===== config.mk =====
export PLATFORM = sky130hd
export DESIGN_NAME = motion_command_text_parser_top_flat
export DESIGN_NICKNAME = d
export VERILOG_FILES = /design/src/cmdp_pkg.sv /design/src/cmdp_if.sv /design/src/cmdp_parser.sv /design/src/cmdp_store.sv /design/src/motion_command_text_parser_top.sv /design/src/flat_wrapper.sv
export SDC_FILE = /design/constraint.sdc
export NUM_CORES = 2
export LEC_CHECK = 0
export BUFFER_PORTS_ARGS = -buffer_cell sky130_fd_sc_hd__buf_2
export CAP_MARGIN = 10
export CORE_MARGIN = 2
export CORE_UTILIZATION = 68
export CTS_CLUSTER_DIAMETER = 30
export DETAILED_ROUTE_END_ITERATION = 8
export GPL_TIMING_DRIVEN = 0
export PLACE_DENSITY = 0.92
export SYNTH_ARGS = -nofsm -noshare
export SYNTH_HDL_FRONTEND = slang
export SYNTH_SLANG_ARGS = --single-unit

===== constraint.sdc =====
create_clock -name clk -period 38.3 [get_ports clk]
set_input_delay 3.83 -clock clk [delete_from_list [all_inputs] [get_ports clk]]
set_output_delay 3.83 -clock clk [all_outputs]
set_load 0.005 [all_outputs]

===== src/cmdp_pkg.sv =====
// Package for the motion command text parser: pattern element types, character
// codes, record row layout and the structs passed between parser and record store.
// No dependencies.
`timescale 1ns / 1ps

package cmdp_pkg;

    // Default number of joints in one command, and the largest count that the joint number field is sized for.
    localparam int JOINT_COUNT_DEF = 6;
    localparam int MAX_JOINTS      = 9;

    // Joint number field wide enough for MAX_JOINTS.
    localparam int ROW_W = $clog2(MAX_JOINTS + 1);
    // Offset within one pattern segment (a joint segment is 17 elements long).
    localparam int OFF_W = 5;

    localparam logic [OFF_W-1:0] HEAD_LAST_OFF  = 5'd4;
    localparam logic [OFF_W-1:0] JOINT_LAST_OFF = 5'd16;
    localparam logic [OFF_W-1:0] TAIL_LAST_OFF  = 5'd1;
    localparam logic [OFF_W-1:0] OFF_ANGLE      = 5'd3;
    localparam logic [OFF_W-1:0] OFF_START      = 5'd9;
    localparam logic [OFF_W-1:0] OFF_TARGET     = 5'd15;

    // Character codes.
    localparam logic [7:0] CH_NUL   = 8'h00;
    localparam logic [7:0] CH_TAB   = 8'h09;
    localparam logic [7:0] CH_CR    = 8'h0D;
    localparam logic [7:0] CH_SPACE = 8'h20;
    localparam logic [7:0] CH_PLUS  = 8'h2B;
    localparam logic [7:0] CH_MINUS = 8'h2D;
    localparam logic [7:0] CH_DIG0  = 8'h30;
    localparam logic [7:0] CH_DIG1  = 8'h31;
    localparam logic [7:0] CH_DIG9  = 8'h39;
    localparam logic [7:0] CH_A     = 8'h41;
    localparam logic [7:0] CH_E     = 8'h45;
    localparam logic [7:0] CH_J     = 8'h4A;
    localparam logic [7:0] CH_M     = 8'h4D;
    localparam logic [7:0] CH_O     = 8'h4F;
    localparam logic [7:0] CH_S     = 8'h53;
    localparam logic [7:0] CH_T     = 8'h54;
    localparam logic [7:0] CH_V     = 8'h56;

    // Saturation limits of a parsed number.
    localparam logic [31:0] NUM_MAX_POS = 32'h7FFF_FFFF;
    localparam logic [31:0] NUM_MAG_MAX = 32'h8000_0000;

    typedef enum logic [1:0] {
        PH_HEAD,
        PH_JOINT,
        PH_TAIL,
        PH_END
    } phase_t;

    typedef enum logic [1:0] {
        EK_LIT,
        EK_WS,
        EK_NUM
    } elem_kind_t;

    typedef struct packed {
        elem_kind_t kind;
        logic [7:0] lit;
    } elem_t;

    typedef struct packed {
        phase_t           ph;
        logic [OFF_W-1:0] off;
        logic [ROW_W-1:0] jn;
    } pos_t;

    typedef struct packed {
        logic signed [31:0] joint_angle;
        logic [31:0]        start_reload;
        logic [31:0]        target_reload;
    } row_t;

    typedef struct packed {
        logic             en;
        logic             bank;
        logic [ROW_W-1:0] row;
        row_t             data;
    } row_wr_t;

    typedef struct packed {
        logic        valid;
        logic        accepted;
        logic        bank;
        logic [31:0] duration;
    } term_t;

    function automatic logic is_ws(logic [7:0] c);
        return (c == CH_SPACE) || ((c >= CH_TAB) && (c <= CH_CR));
    endfunction

    function automatic logic is_digit(logic [7:0] c);
        return (c >= CH_DIG0) && (c <= CH_DIG9);
    endfunction

    // Pattern element at a given place: MOVE, blank, then per joint
    // "J d _ n _ SA d _ n _ TA d _ n _", then "T n".
    function automatic elem_t pat_el(phase_t ph, logic [OFF_W-1:0] off,
                                     logic [ROW_W-1:0] jn);
        elem_t      e;
        logic [7:0] dig;
        dig    = CH_DIG1 + 8'(jn);
        e.kind = EK_WS;
        e.lit  = CH_NUL;
        case (ph)
            PH_HEAD:
            begin
                case (off)
                    5'd0:    begin e.kind = EK_LIT; e.lit = CH_M; end
                    5'd1:    begin e.kind = EK_LIT; e.lit = CH_O; end
                    5'd2:    begin e.kind = EK_LIT; e.lit = CH_V; end
                    5'd3:    begin e.kind = EK_LIT; e.lit = CH_E; end
                    default: e.kind = EK_WS;
                endcase
            end
            PH_JOINT:
            begin
                case (off)
                    5'd0:                 begin e.kind = EK_LIT; e.lit = CH_J; end
                    5'd1, 5'd7, 5'd13:    begin e.kind = EK_LIT; e.lit = dig; end
                    5'd3, 5'd9, 5'd15:    e.kind = EK_NUM;
                    5'd5:                 begin e.kind = EK_LIT; e.lit = CH_S; end
                    5'd6, 5'd12:          begin e.kind = EK_LIT; e.lit = CH_A; end
                    5'd11:                begin e.kind = EK_LIT; e.lit = CH_T; end
                    default:              e.kind = EK_WS;
                endcase
            end
            PH_TAIL:
            begin
                if (off == 5'd0)
                begin
                    e.kind = EK_LIT;
                    e.lit  = CH_T;
                end
                else
                begin
                    e.kind = EK_NUM;
                end
            end
            default:
            begin
                e.kind = EK_WS;
            end
        endcase
        return e;
    endfunction

    // acc * 10 + digit, saturated at the magnitude of the most negative value.
    function automatic logic [31:0] add_digit(logic [31:0] acc, logic [7:0] c);
        logic [35:0] t;
        logic [7:0]  d;
        d = c - CH_DIG0;
        t = ({4'b0000, acc} << 3) + ({4'b0000, acc} << 1) + {32'd0, d[3:0]};
        if (t > {4'b0000, NUM_MAG_MAX})
            return NUM_MAG_MAX;
        else
            return t[31:0];
    endfunction

endpackage


===== src/cmdp_if.sv =====
// Valid/ready channel interfaces for the command byte input and the joint record
// output. Depends on nothing.
`timescale 1ns / 1ps

interface cmdp_in_if;
    logic       valid;
    logic       ready;
    logic [7:0] ch;

    modport source (output valid, output ch, input ready);
    modport sink   (input valid, input ch, output ready);
endinterface

interface cmdp_out_if;
    logic               valid;
    logic               ready;
    logic [2:0]         record_index;
    logic signed [31:0] joint_angle;
    logic [31:0]        start_reload;
    logic [31:0]        target_reload;
    logic [31:0]        duration_ms;
    logic               accepted;
    logic               last_record;

    modport source (output valid, output record_index, output joint_angle,
                    output start_reload, output target_reload, output duration_ms,
                    output accepted, output last_record, input ready);
    modport sink   (input valid, input record_index, input joint_angle,
                    input start_reload, input target_reload, input duration_ms,
                    input accepted, input last_record, output ready);
endinterface


===== src/cmdp_parser.sv =====
// Character sequencer: walks the command pattern one byte per accepted cycle, builds
// numbers and hands finished joint rows and end-of-command events on. Uses cmdp_pkg.
`timescale 1ns / 1ps

module cmdp_parser
    import cmdp_pkg::*;
#(
    parameter int JOINT_COUNT = JOINT_COUNT_DEF
)
(
    input  logic        clk,
    input  logic        rst_n,
    input  logic        accept,
    input  logic [7:0]  ch,
    output row_wr_t     wr,
    output term_t       term
);

    localparam int NUM_FIELDS = 3 * JOINT_COUNT + 1;
    localparam int FW         = $clog2(NUM_FIELDS + 1);

    pos_t                pos_reg,    pos_next;
    logic [31:0]         acc_reg,    acc_next;
    logic                neg_reg,    neg_next;
    logic                dig_reg,    dig_next;
    logic                sgn_reg,    sgn_next;
    logic [FW-1:0]       fields_reg, fields_next;
    logic                failed_reg, failed_next;
    logic                bank_reg,   bank_next;
    logic signed [31:0]  angle_reg,  angle_next;
    logic [31:0]         start_reg,  start_next;
    logic [31:0]         dur_reg,    dur_next;

    logic                done;
    logic                commit;
    pos_t                commit_pos;
    logic [31:0]         commit_val;
    elem_t               el;

    function automatic pos_t advance(pos_t p);
        pos_t n;
        n     = p;
        n.off = p.off + OFF_W'(1);
        case (p.ph)
            PH_HEAD:
            begin
                if (p.off == HEAD_LAST_OFF)
                begin
                    n.ph  = PH_JOINT;
                    n.off = '0;
                    n.jn  = '0;
                end
            end
            PH_JOINT:
            begin
                if (p.off == JOINT_LAST_OFF)
                begin
                    n.off = '0;
                    if (p.jn == ROW_W'(JOINT_COUNT - 1))
                        n.ph = PH_TAIL;
                    else
                        n.jn = p.jn + ROW_W'(1);
                end
            end
            PH_TAIL:
            begin
                if (p.off == TAIL_LAST_OFF)
                begin
                    n.ph  = PH_END;
                    n.off = '0;
                end
            end
            default:
            begin
                n = p;
            end
        endcase
        return n;
    endfunction

    // Signed value of the number being built, clamped to the 32-bit range.
    function automatic logic [31:0] number_value(logic [31:0] a, logic n);
        if (n)
            return 32'd0 - a;
        else if (a > NUM_MAX_POS)
            return NUM_MAX_POS;
        else
            return a;
    endfunction

    always_comb
    begin
        pos_next    = pos_reg;
        acc_next    = acc_reg;
        neg_next    = neg_reg;
        dig_next    = dig_reg;
        sgn_next    = sgn_reg;
        fields_next = fields_reg;
        failed_next = failed_reg;
        bank_next   = bank_reg;
        angle_next  = angle_reg;
        start_next  = start_reg;
        dur_next    = dur_reg;
        done        = 1'b0;
        commit      = 1'b0;
        commit_pos  = pos_reg;
        commit_val  = number_value(acc_reg, neg_reg);
        el          = pat_el(pos_reg.ph, pos_reg.off, pos_reg.jn);
        term        = '0;

        if (accept && (ch != CH_NUL))
        begin
            // A blank element or a finished number can pass the byte on, so at
            // most three elements look at one byte.
            for (int k = 0; k < 3; k++)
            begin
                if (!done)
                begin
                    if (failed_next || (pos_next.ph == PH_END))
                    begin
                        done = 1'b1;
                    end
                    else
                    begin
                        el = pat_el(pos_next.ph, pos_next.off, pos_next.jn);
                        case (el.kind)
                            EK_WS:
                            begin
                                if (is_ws(ch))
                                    done = 1'b1;
                                else
                                    pos_next = advance(pos_next);
                            end
                            EK_NUM:
                            begin
                                if (dig_next)
                                begin
                                    if (is_digit(ch))
                                    begin
                                        acc_next = add_digit(acc_next, ch);
                                        done     = 1'b1;
                                    end
                                    else
                                    begin
                                        commit      = 1'b1;
                                        commit_pos  = pos_next;
                                        commit_val  = number_value(acc_next, neg_next);
                                        acc_next    = '0;
                                        neg_next    = 1'b0;
                                        dig_next    = 1'b0;
                                        sgn_next    = 1'b0;
                                        fields_next = fields_next + FW'(1);
                                        pos_next    = advance(pos_next);
                                    end
                                end
                                else if (sgn_next)
                                begin
                                    if (is_digit(ch))
                                    begin
                                        acc_next = add_digit(acc_next, ch);
                                        dig_next = 1'b1;
                                    end
                                    else
                                    begin
                                        failed_next = 1'b1;
                                    end
                                    done = 1'b1;
                                end
                                else if (is_ws(ch))
                                begin
                                    done = 1'b1;
                                end
                                else if ((ch == CH_PLUS) || (ch == CH_MINUS))
                                begin
                                    sgn_next = 1'b1;
                                    neg_next = (ch == CH_MINUS);
                                    done     = 1'b1;
                                end
                                else if (is_digit(ch))
                                begin
                                    acc_next = add_digit(acc_next, ch);
                                    dig_next = 1'b1;
                                    done     = 1'b1;
                                end
                                else
                                begin
                                    failed_next = 1'b1;
                                    done        = 1'b1;
                                end
                            end
                            default:
                            begin
                                if (ch == el.lit)
                                    pos_next = advance(pos_next);
                                else
                                    failed_next = 1'b1;
                                done = 1'b1;
                            end
                        endcase
                    end
                end
            end
        end
        else if (accept)
        begin
            // End of text: a number still open is taken before the verdict.
            if (!failed_reg && (pos_reg.ph != PH_END) && (el.kind == EK_NUM) && dig_reg)
            begin
                commit      = 1'b1;
                fields_next = fields_reg + FW'(1);
            end
        end

        if (commit && (commit_pos.ph == PH_JOINT))
        begin
            if (commit_pos.off == OFF_ANGLE)
                angle_next = commit_val;
            if (commit_pos.off == OFF_START)
                start_next = commit_val;
        end
        if (commit && (commit_pos.ph == PH_TAIL))
            dur_next = commit_val;

        wr.en                 = commit && (commit_pos.ph == PH_JOINT) &&
                                (commit_pos.off == OFF_TARGET);
        wr.bank               = bank_reg;
        wr.row                = commit_pos.jn;
        wr.data.joint_angle   = angle_reg;
        wr.data.start_reload  = start_reg;
        wr.data.target_reload = commit_val;

        if (accept && (ch == CH_NUL))
        begin
            term.valid    = 1'b1;
            term.accepted = !failed_reg && (fields_next == FW'(NUM_FIELDS));
            term.bank     = bank_reg;
            term.duration = dur_next;
            pos_next      = '{ph: PH_HEAD, off: '0, jn: '0};
            acc_next      = '0;
            neg_next      = 1'b0;
            dig_next      = 1'b0;
            sgn_next      = 1'b0;
            fields_next   = '0;
            failed_next   = 1'b0;
            bank_next     = !bank_reg;
        end
    end

    always_ff @(posedge clk or negedge rst_n)
    begin
        if (!rst_n)
        begin
            pos_reg    <= '{ph: PH_HEAD, off: '0, jn: '0};
            acc_reg    <= '0;
            neg_reg    <= 1'b0;
            dig_reg    <= 1'b0;
            sgn_reg    <= 1'b0;
            fields_reg <= '0;
            failed_reg <= 1'b0;
            bank_reg   <= 1'b0;
        end
        else
        begin
            pos_reg    <= pos_next;
            acc_reg    <= acc_next;
            neg_reg    <= neg_next;
            dig_reg    <= dig_next;
            sgn_reg    <= sgn_next;
            fields_reg <= fields_next;
            failed_reg <= failed_next;
            bank_reg   <= bank_next;
        end
    end

    always_ff @(posedge clk)
    begin
        angle_reg <= angle_next;
        start_reg <= start_next;
        dur_reg   <= dur_next;
    end

endmodule


===== src/cmdp_store.sv =====
// Record store: banked joint row memory, record read-out sequencer and the
// output register. Uses cmdp_pkg and the cmdp_out_if interface.
`timescale 1ns / 1ps

module cmdp_store
    import cmdp_pkg::*;
#(
    parameter int JOINT_COUNT = JOINT_COUNT_DEF
)
(
    input  logic              clk,
    input  logic              rst_n,
    input  row_wr_t           wr,
    input  term_t             term,
    output logic              busy,
    cmdp_out_if.source        rec
);

    localparam int JW    = (JOINT_COUNT > 1) ? $clog2(JOINT_COUNT) : 1;
    localparam int AW    = JW + 1;
    localparam int DEPTH = 2 ** AW;

    row_t               mem [DEPTH];
    row_t               rd_data_reg;

    logic               em_active_reg, em_active_next;
    logic [JW-1:0]      em_idx_reg,    em_idx_next;
    logic               em_bank_reg,   em_bank_next;
    logic               em_acc_reg,    em_acc_next;
    logic [31:0]        em_dur_reg,    em_dur_next;

    logic               pend_valid_reg, pend_valid_next;
    logic [JW-1:0]      pend_idx_reg;
    logic               pend_acc_reg;
    logic               pend_last_reg;
    logic [31:0]        pend_dur_reg;

    logic               out_valid_reg, out_valid_next;
    logic [2:0]         out_idx_reg;
    logic signed [31:0] out_angle_reg;
    logic [31:0]        out_start_reg;
    logic [31:0]        out_target_reg;
    logic [31:0]        out_dur_reg;
    logic               out_acc_reg;
    logic               out_last_reg;

    logic               issue;
    logic               issue_last;
    logic [AW-1:0]      waddr;
    logic [AW-1:0]      raddr;

    assign waddr = {wr.bank, wr.row[JW-1:0]};
    assign raddr = {em_bank_reg, em_idx_reg};
    assign busy  = em_active_reg || pend_valid_reg;

    // A read goes out only when the output register will be free as it lands.
    assign issue      = em_active_reg && !pend_valid_reg && (!out_valid_reg || rec.ready);
    assign issue_last = !em_acc_reg || (em_idx_reg == JW'(JOINT_COUNT - 1));

    always_comb
    begin
        em_active_next  = em_active_reg;
        em_idx_next     = em_idx_reg;
        em_bank_next    = em_bank_reg;
        em_acc_next     = em_acc_reg;
        em_dur_next     = em_dur_reg;
        pend_valid_next = issue;
        out_valid_next  = out_valid_reg && !rec.ready;

        if (term.valid)
        begin
            em_active_next = 1'b1;
            em_idx_next    = '0;
            em_bank_next   = term.bank;
            em_acc_next    = term.accepted;
            em_dur_next    = term.duration;
        end
        else if (issue)
        begin
            em_active_next = !issue_last;
            em_idx_next    = em_idx_reg + JW'(1);
        end

        if (pend_valid_reg)
            out_valid_next = 1'b1;
    end

    always_ff @(posedge clk or negedge rst_n)
    begin
        if (!rst_n)
        begin
            em_active_reg  <= 1'b0;
            em_idx_reg     <= '0;
            pend_valid_reg <= 1'b0;
            out_valid_reg  <= 1'b0;
        end
        else
        begin
            em_active_reg  <= em_active_next;
            em_idx_reg     <= em_idx_next;
            pend_valid_reg <= pend_valid_next;
            out_valid_reg  <= out_valid_next;
        end
    end

    always_ff @(posedge clk)
    begin
        em_bank_reg <= em_bank_next;
        em_acc_reg  <= em_acc_next;
        em_dur_reg  <= em_dur_next;
        if (issue)
        begin
            pend_idx_reg  <= em_idx_reg;
            pend_acc_reg  <= em_acc_reg;
            pend_last_reg <= issue_last;
            pend_dur_reg  <= em_dur_reg;
        end
        if (pend_valid_reg)
        begin
            out_idx_reg    <= pend_acc_reg ? 3'(pend_idx_reg) : 3'd0;
            out_angle_reg  <= pend_acc_reg ? rd_data_reg.joint_angle : 32'sd0;
            out_start_reg  <= pend_acc_reg ? rd_data_reg.start_reload : 32'd0;
            out_target_reg <= pend_acc_reg ? rd_data_reg.target_reload : 32'd0;
            out_dur_reg    <= pend_acc_reg ? pend_dur_reg : 32'd0;
            out_acc_reg    <= pend_acc_reg;
            out_last_reg   <= pend_last_reg;
        end
    end

    always_ff @(posedge clk)
    begin
        if (wr.en)
            mem[waddr] <= wr.data;
        if (issue)
            rd_data_reg <= mem[raddr];
    end

    assign rec.valid         = out_valid_reg;
    assign rec.record_index  = out_idx_reg;
    assign rec.joint_angle   = out_angle_reg;
    assign rec.start_reload  = out_start_reg;
    assign rec.target_reload = out_target_reg;
    assign rec.duration_ms   = out_dur_reg;
    assign rec.accepted      = out_acc_reg;
    assign rec.last_record   = out_last_reg;

endmodule


===== src/motion_command_text_parser_top.sv =====
// Motion command text parser, top level: joins the character sequencer and the
// record store. Uses cmdp_pkg, cmdp_if, cmdp_parser and cmdp_store.
`timescale 1ns / 1ps

// The block reads a motion command as a stream of bytes, one word per cycle, and
// matches it against "MOVE J1 n SA1 n TA1 n ... Jk n SAk n TAk n Tn" with scanf
// rules, where k is JOINT_COUNT. A zero byte ends the text. If every number was
// taken, the block then sends k joint records (angle, start and target reload
// words, and the common duration), otherwise one reject record with all fields
// zero and last_record set. Text after the last number is ignored. Every nonzero
// byte is taken as soon as it is offered, with no gaps, also while records of the
// previous command are still being read out. Parsed joint values go into a
// memory of two banks of rows (one bank per command in flight, one 96-bit row
// per joint), written once when a joint's target value is complete. The zero byte
// that ends a command waits (ready low) until the last record read of the previous
// command has been issued and its data has moved on to the output register;
// nothing else stalls the input. Records are read through the single memory read
// port; a new read is issued only after the previous one has left the pending
// stage and when the output register will be free. Whitespace is space, tab, LF,
// VT, FF and CR. Numbers saturate to the signed 32-bit range.

module motion_command_text_parser_top
    import cmdp_pkg::*;
#(
    parameter int JOINT_COUNT = JOINT_COUNT_DEF
)
(
    input  logic          clk,
    input  logic          rst_n,
    cmdp_in_if.sink       cmd,
    cmdp_out_if.source    rec
);

    row_wr_t wr;
    term_t   term;
    logic    busy;
    logic    accept;

    // Only the terminating zero byte waits for the read-out of the prior command.
    assign cmd.ready = !busy || (cmd.ch != CH_NUL);
    assign accept    = cmd.valid && cmd.ready;

    cmdp_parser #(
        .JOINT_COUNT (JOINT_COUNT)
    ) u_parser (
        .clk    (clk),
        .rst_n  (rst_n),
        .accept (accept),
        .ch     (cmd.ch),
        .wr     (wr),
        .term   (term)
    );

    cmdp_store #(
        .JOINT_COUNT (JOINT_COUNT)
    ) u_store (
        .clk   (clk),
        .rst_n (rst_n),
        .wr    (wr),
        .term  (term),
        .busy  (busy),
        .rec   (rec)
    );

endmodule


===== src/flat_wrapper.sv =====
// flat-port wrapper written by rule: the top's interface ports become plain ports
module motion_command_text_parser_top_flat import cmdp_pkg::*;
#(
    parameter int JOINT_COUNT = JOINT_COUNT_DEF
)
  (clk, rst_n, cmd_valid, cmd_ch, cmd_ready, rec_valid, rec_record_index, rec_joint_angle, rec_start_reload, rec_target_reload, rec_duration_ms, rec_accepted, rec_last_record, rec_ready);
  cmdp_in_if cmd_i ();
  cmdp_out_if rec_i ();
  input  logic clk;
  input  logic rst_n;
  input wire logic [$bits(cmd_i.valid)-1:0] cmd_valid;
  input wire logic [$bits(cmd_i.ch)-1:0] cmd_ch;
  output wire logic [$bits(cmd_i.ready)-1:0] cmd_ready;
  output wire logic [$bits(rec_i.valid)-1:0] rec_valid;
  output wire logic [$bits(rec_i.record_index)-1:0] rec_record_index;
  output wire logic [$bits(rec_i.joint_angle)-1:0] rec_joint_angle;
  output wire logic [$bits(rec_i.start_reload)-1:0] rec_start_reload;
  output wire logic [$bits(rec_i.target_reload)-1:0] rec_target_reload;
  output wire logic [$bits(rec_i.duration_ms)-1:0] rec_duration_ms;
  output wire logic [$bits(rec_i.accepted)-1:0] rec_accepted;
  output wire logic [$bits(rec_i.last_record)-1:0] rec_last_record;
  input wire logic [$bits(rec_i.ready)-1:0] rec_ready;
  assign cmd_i.valid = cmd_valid;
  assign cmd_i.ch = cmd_ch;
  assign cmd_ready = cmd_i.ready;
  assign rec_valid = rec_i.valid;
  assign rec_record_index = rec_i.record_index;
  assign rec_joint_angle = rec_i.joint_angle;
  assign rec_start_reload = rec_i.start_reload;
  assign rec_target_reload = rec_i.target_reload;
  assign rec_duration_ms = rec_i.duration_ms;
  assign rec_accepted = rec_i.accepted;
  assign rec_last_record = rec_i.last_record;
  assign rec_i.ready = rec_ready;
  motion_command_text_parser_top #(.JOINT_COUNT(JOINT_COUNT)) u_core (.clk(clk), .rst_n(rst_n), .cmd(cmd_i), .rec(rec_i));
endmodule

==> impl_results.md, run 1 <==
* Syn_nets at 5,652
* Synth Register Bits at 1,991
* Yosys warning count at 0
* Status: stopped before the end
* Async SR Flop Fraction at 0.0296
* Post-Synthesis Cells at 5,407
* Input/output buffers at 142
* Post-synth top area cell: edfxtp_1
* Avg Inst Size Synth at 16.4 sq um
* Starting Density at 0.685
* Die Wd at 365 um
* Resize count post-CTS at 0
* Die height at 365 um
* Commonest cells post-synth: edfxtp_1 (1,900), mux4_2 (480), nand2_1 (309)
* H-Tree Depth at 5
* Share of the synthesized area in the top cell type at 0.644
* Clk sink count at 1,991
* Root buffer cell: clkbuf_16
* Num ports at 147
* Row count at 132
* Area of the mapped netlist at 88,500 sq um
* Num CTS Buffers at 343
* DPL Wire Length at 212 mm
* Post-synthesis sequential area ratio at 0.668
* Largest net degree at the start of global routing at 73
* Last stage the flow got to: global routing (5_1_grt)
* Synth unique cells at 113
* Pre-CTS setup slack at 11.45 ns
* Post-CTS setup buffers at 0
* GPL Wtd Cong at 1.03
* Cts hold-fix bufs at 0
* Area after DPL at 93,700 sq um
* Count leader, synth: edfxtp_1
* Synth area leaders: edfxtp_1 (64%), mux4_2 (12%), ha_1 (3.2%), dfrtp_1 (1.7%), and2_1 (1.4%)
* Remaining Overflow, GRT at 160
* Clock buffer depth at 4
* Main synth FF type: edfxtp_1
* Post-synth EDFFs at 1,900
* Stop err: [ERROR GRT-0232] Routing congestion too high. Check the congestion heatmap in the GUI.
* Antenna violations before repair at 90
* GRT Util Overall at 0.764
[cell families after synthesis]
family          synth area share
flops                      0.668
simple gates              0.0697
compound gates            0.0706
mux                        0.128
buf+inv                   0.0179
fa+ha+maj                 0.0334
xor+xnor                  0.0121
[per-stage QoR]
stage	std cells	utilization
after floorplan	5407	-
after global placement	7291	0.707
after detailed placement	7391	0.724
after CTS	8002	0.814
[routing by layer]
layer  GRT overflow  global-route usage
met2             59               0.883
met3             20               0.661
met4             55               0.705
met5              3               0.460
met1             23               0.781
==> inputs of run 2 (changes only) <==
- CORE_UTILIZATION: 68 -> 40
- CTS_CLUSTER_DIAMETER: 30 -> not set
- PLACE_DENSITY: 0.92 -> not set
- PLACE_DENSITY_LB_ADDON: not set -> 0.15
==> impl_results.md, run 2 <==
* Static Leak at 34.6 nW
* Transition time of the tightest slew-check pin at 1.34 ns
* Largest stage delay on the critical path at 0.89 ns
* Pre-CTS setup slack at 11.08 ns
* Max stage delay cell, worst path: nor3_1
* Worst Skew at 0.0377 ns
* Yosys warning count at 0
* H-Tree Depth at 4
* Layout cells sized above 1 at 0.195
* Drt pass-1 iters at 6
* Post-Synthesis Cells at 5,407
* Routed Antenna Nets at 0
* Synth unique cells at 113
* Max FO, Critical Path at 10
* Synth Register Bits at 1,991
* Post-synth top area cell: edfxtp_1
* Flop2flop setup slack at 14.87 ns
* Iteration-0 DRC count of the detailed router at 5,725
* Avg Inst Size Synth at 16.4 sq um
* GPL Wtd Cong at 0.957
* Max cap viols at 0
* RSZ-0062 raised after global routing: no
* Slew Viols, Final at 0
* Final hold slack at 0.418 ns
* Final min period at 27.03 ns
* Worst Path Required at 38.98 ns
* PnR worst setup slack at 11.27 ns
* Count leader, synth: edfxtp_1
* Pwr Density at 55.3 nW/um^2
* Async SR Flop Fraction at 0.0296
* Clock latency on the worst-skew pair at 0.84 ns
* Most common cell after layout, fill and taps aside: edfxtp_1
* Row count at 172
* Post-synth EDFFs at 1,900
* Remaining Overflow, GRT at 0
* Worst EP arrival at 27.71 ns
* DR WL/cell at 29.3 um
* Status: finished, final reports clean
* Vias in the first global route at 52,500
* Commonest cells post-synth: edfxtp_1 (1,900), mux4_2 (480), nand2_1 (309)
* Period utilization at 0.706
* Num ports at 147
* Commonest non-fill, non-tap cells in the layout: edfxtp_1 (1,900), mux4_2 (480), nand2_1 (309), clkbuf_1 (257), nor2_1 (233)
* Final setup fails at 0
* Total Die Area at 225,000 sq um
* Antenna violations before repair at 25
* Post-CTS setup buffers at 0
* Core area at 220,000 sq um
* Syn_nets at 5,652
* Hold Vio Cnt, Final at 0
* F_max at 0.0370 GHz
* Root buffer cell: clkbuf_16
* Startpoint Class: input pin
* Via count at 52,600
* Total Routed Length at 264 mm
* DPL Wire Length at 184 mm
* Crit path capture type: flop
* Clk slew on worst S/H paths at 0.07 ns
* GRT Util Overall at 0.233
* Number of vias per cell at 5.83
* Starting Density at 0.403
* Main synth FF type: edfxtp_1
* Synth area leaders: edfxtp_1 (64%), mux4_2 (12%), ha_1 (3.2%), dfrtp_1 (1.7%), and2_1 (1.4%)
* Drc violations at 0
* Area grow syn2layout at 15.5%
* Max reg flops at 1,536
* Post-synthesis sequential area ratio at 0.668
* Max IR drop VDD at 41.3 uV
* Clk sink count at 1,991
* Fin Setup TNS at 0 ns
* Input/output buffers at 142
* HP Class: flop to flop
* Cts hold-fix bufs at 0
* CTS tree: built
* Total power at 0.00565 W
* First-pass GRT wire length at 377 mm
* Share of the synthesized area in the top cell type at 0.644
* Clock buffer depth at 3
* Largest net degree at the start of global routing at 63
* Num CTS Buffers at 197
* Rel. slew slack at 0.104
* Critical path class: input pin to flop
* Area of the mapped netlist at 88,500 sq um
* CP most frequent cell: a21oi_1
* Final core occ at 0.465
* Resize count post-CTS at 0
* Nets at 6,123
* Die Wd at 474 um
* Die height at 474 um
==> run 2: cell counts after synthesis <==
No cell type changed its count.
==> run 2: per-layer routing <==
layer | routed length, um | part of all wire | vias to the layer above | GRT usage
met1 | 112000 | 0.42 | 27400 | 0.320
met4 | 9390 | 0.035 | 4 | 0.0866
met3 | 17200 | 0.065 | 419 | 0.0347
li1 | - | - | 22700 | -
met5 | 24 | 0.000091 | - | 0
met2 | 126000 | 0.48 | 2062 | 0.377
==> run 2: kinds of logic (layout without fill, tap and decap cells) <==
kind of cell | count (synthesis) | in the layout | share of synthesized area
compound gates | 919 | 919 | 0.0706
xor+xnor | 122 | 122 | 0.0121
fa+ha+maj | 233 | 233 | 0.0334
buf+inv | 409 | 1037 | 0.0179
flops | 1991 | 1991 | 0.668
mux | 529 | 529 | 0.128
other cells | 0 | 23 | 0
simple gates | 1204 | 1204 | 0.0697
==> run 2: report_power, final <==
group | leakage (nW) | internal [W] | total (W) | switching, W
clock network | 2.97 | 0.00104 | 0.00186 | 0.000818
registers | 18.4 | 0.00247 | 0.00249 | 0.0000160
logic | 13.2 | 0.000587 | 0.00130 | 0.000714
total | 34.6 | 0.00410 | 0.00565 | 0.00155
==> run 2: layout make-up <==
type	instances	area, sq um
Clock buffer	251	5260
Clock inverter	105	848
Fill cell	19000	118000
Tap cell	2958	3700
Sequential cell	1991	59200
Inverter	130	490
Antenna cell	23	57.6
Multi-Input combinational cell	3007	28200
Timing Repair Buffer	272	3430
Buffer	279	1100
==> run 2: worst max-delay path: cells and delay by family <==
family,cells,cell delay [ns]
AOI/OAI and AO/OA,44,11.45
and+or+nand+nor,12,4.79
buffers and inverters,12,4.28
adders and majority gates,6,3.02
xor gates and xnor gates,1,0.27
==> run 2: final timing paths <==
| check | startpoint | to | depth (start not counted) |
|---|---|---|---|
| worst max register to register | u_core.u_parser.acc_reg[2] | u_core.u_parser.acc_reg[15] | 74 |
| worst max-delay path | cmd_ch[3] | u_core.u_parser.acc_reg[15] | 75 |
| max in group asynchronous | rst_n | u_core.u_store.pend_valid_reg | 2 |
| min in group asynchronous | rst_n | u_core.u_parser.acc_reg[20] | 1 |
| worst min-delay path | u_core.u_store.em_dur_reg[24] | u_core.u_store.pend_dur_reg[24] | 0 |
| worst min register to register | u_core.u_store.em_dur_reg[24] | u_core.u_store.pend_dur_reg[24] | 0 |
==> run 2: through the flow <==
step / area, sq um / std cells
floorplan: 88500 / 5407
global placement: 92900 / 8507
detailed placement: 95900 / 8630
CTS: 102000 / 8986
global route: 102000 / 8997
finish: 102000 / 9016
(Power assumes the default switching activity.)
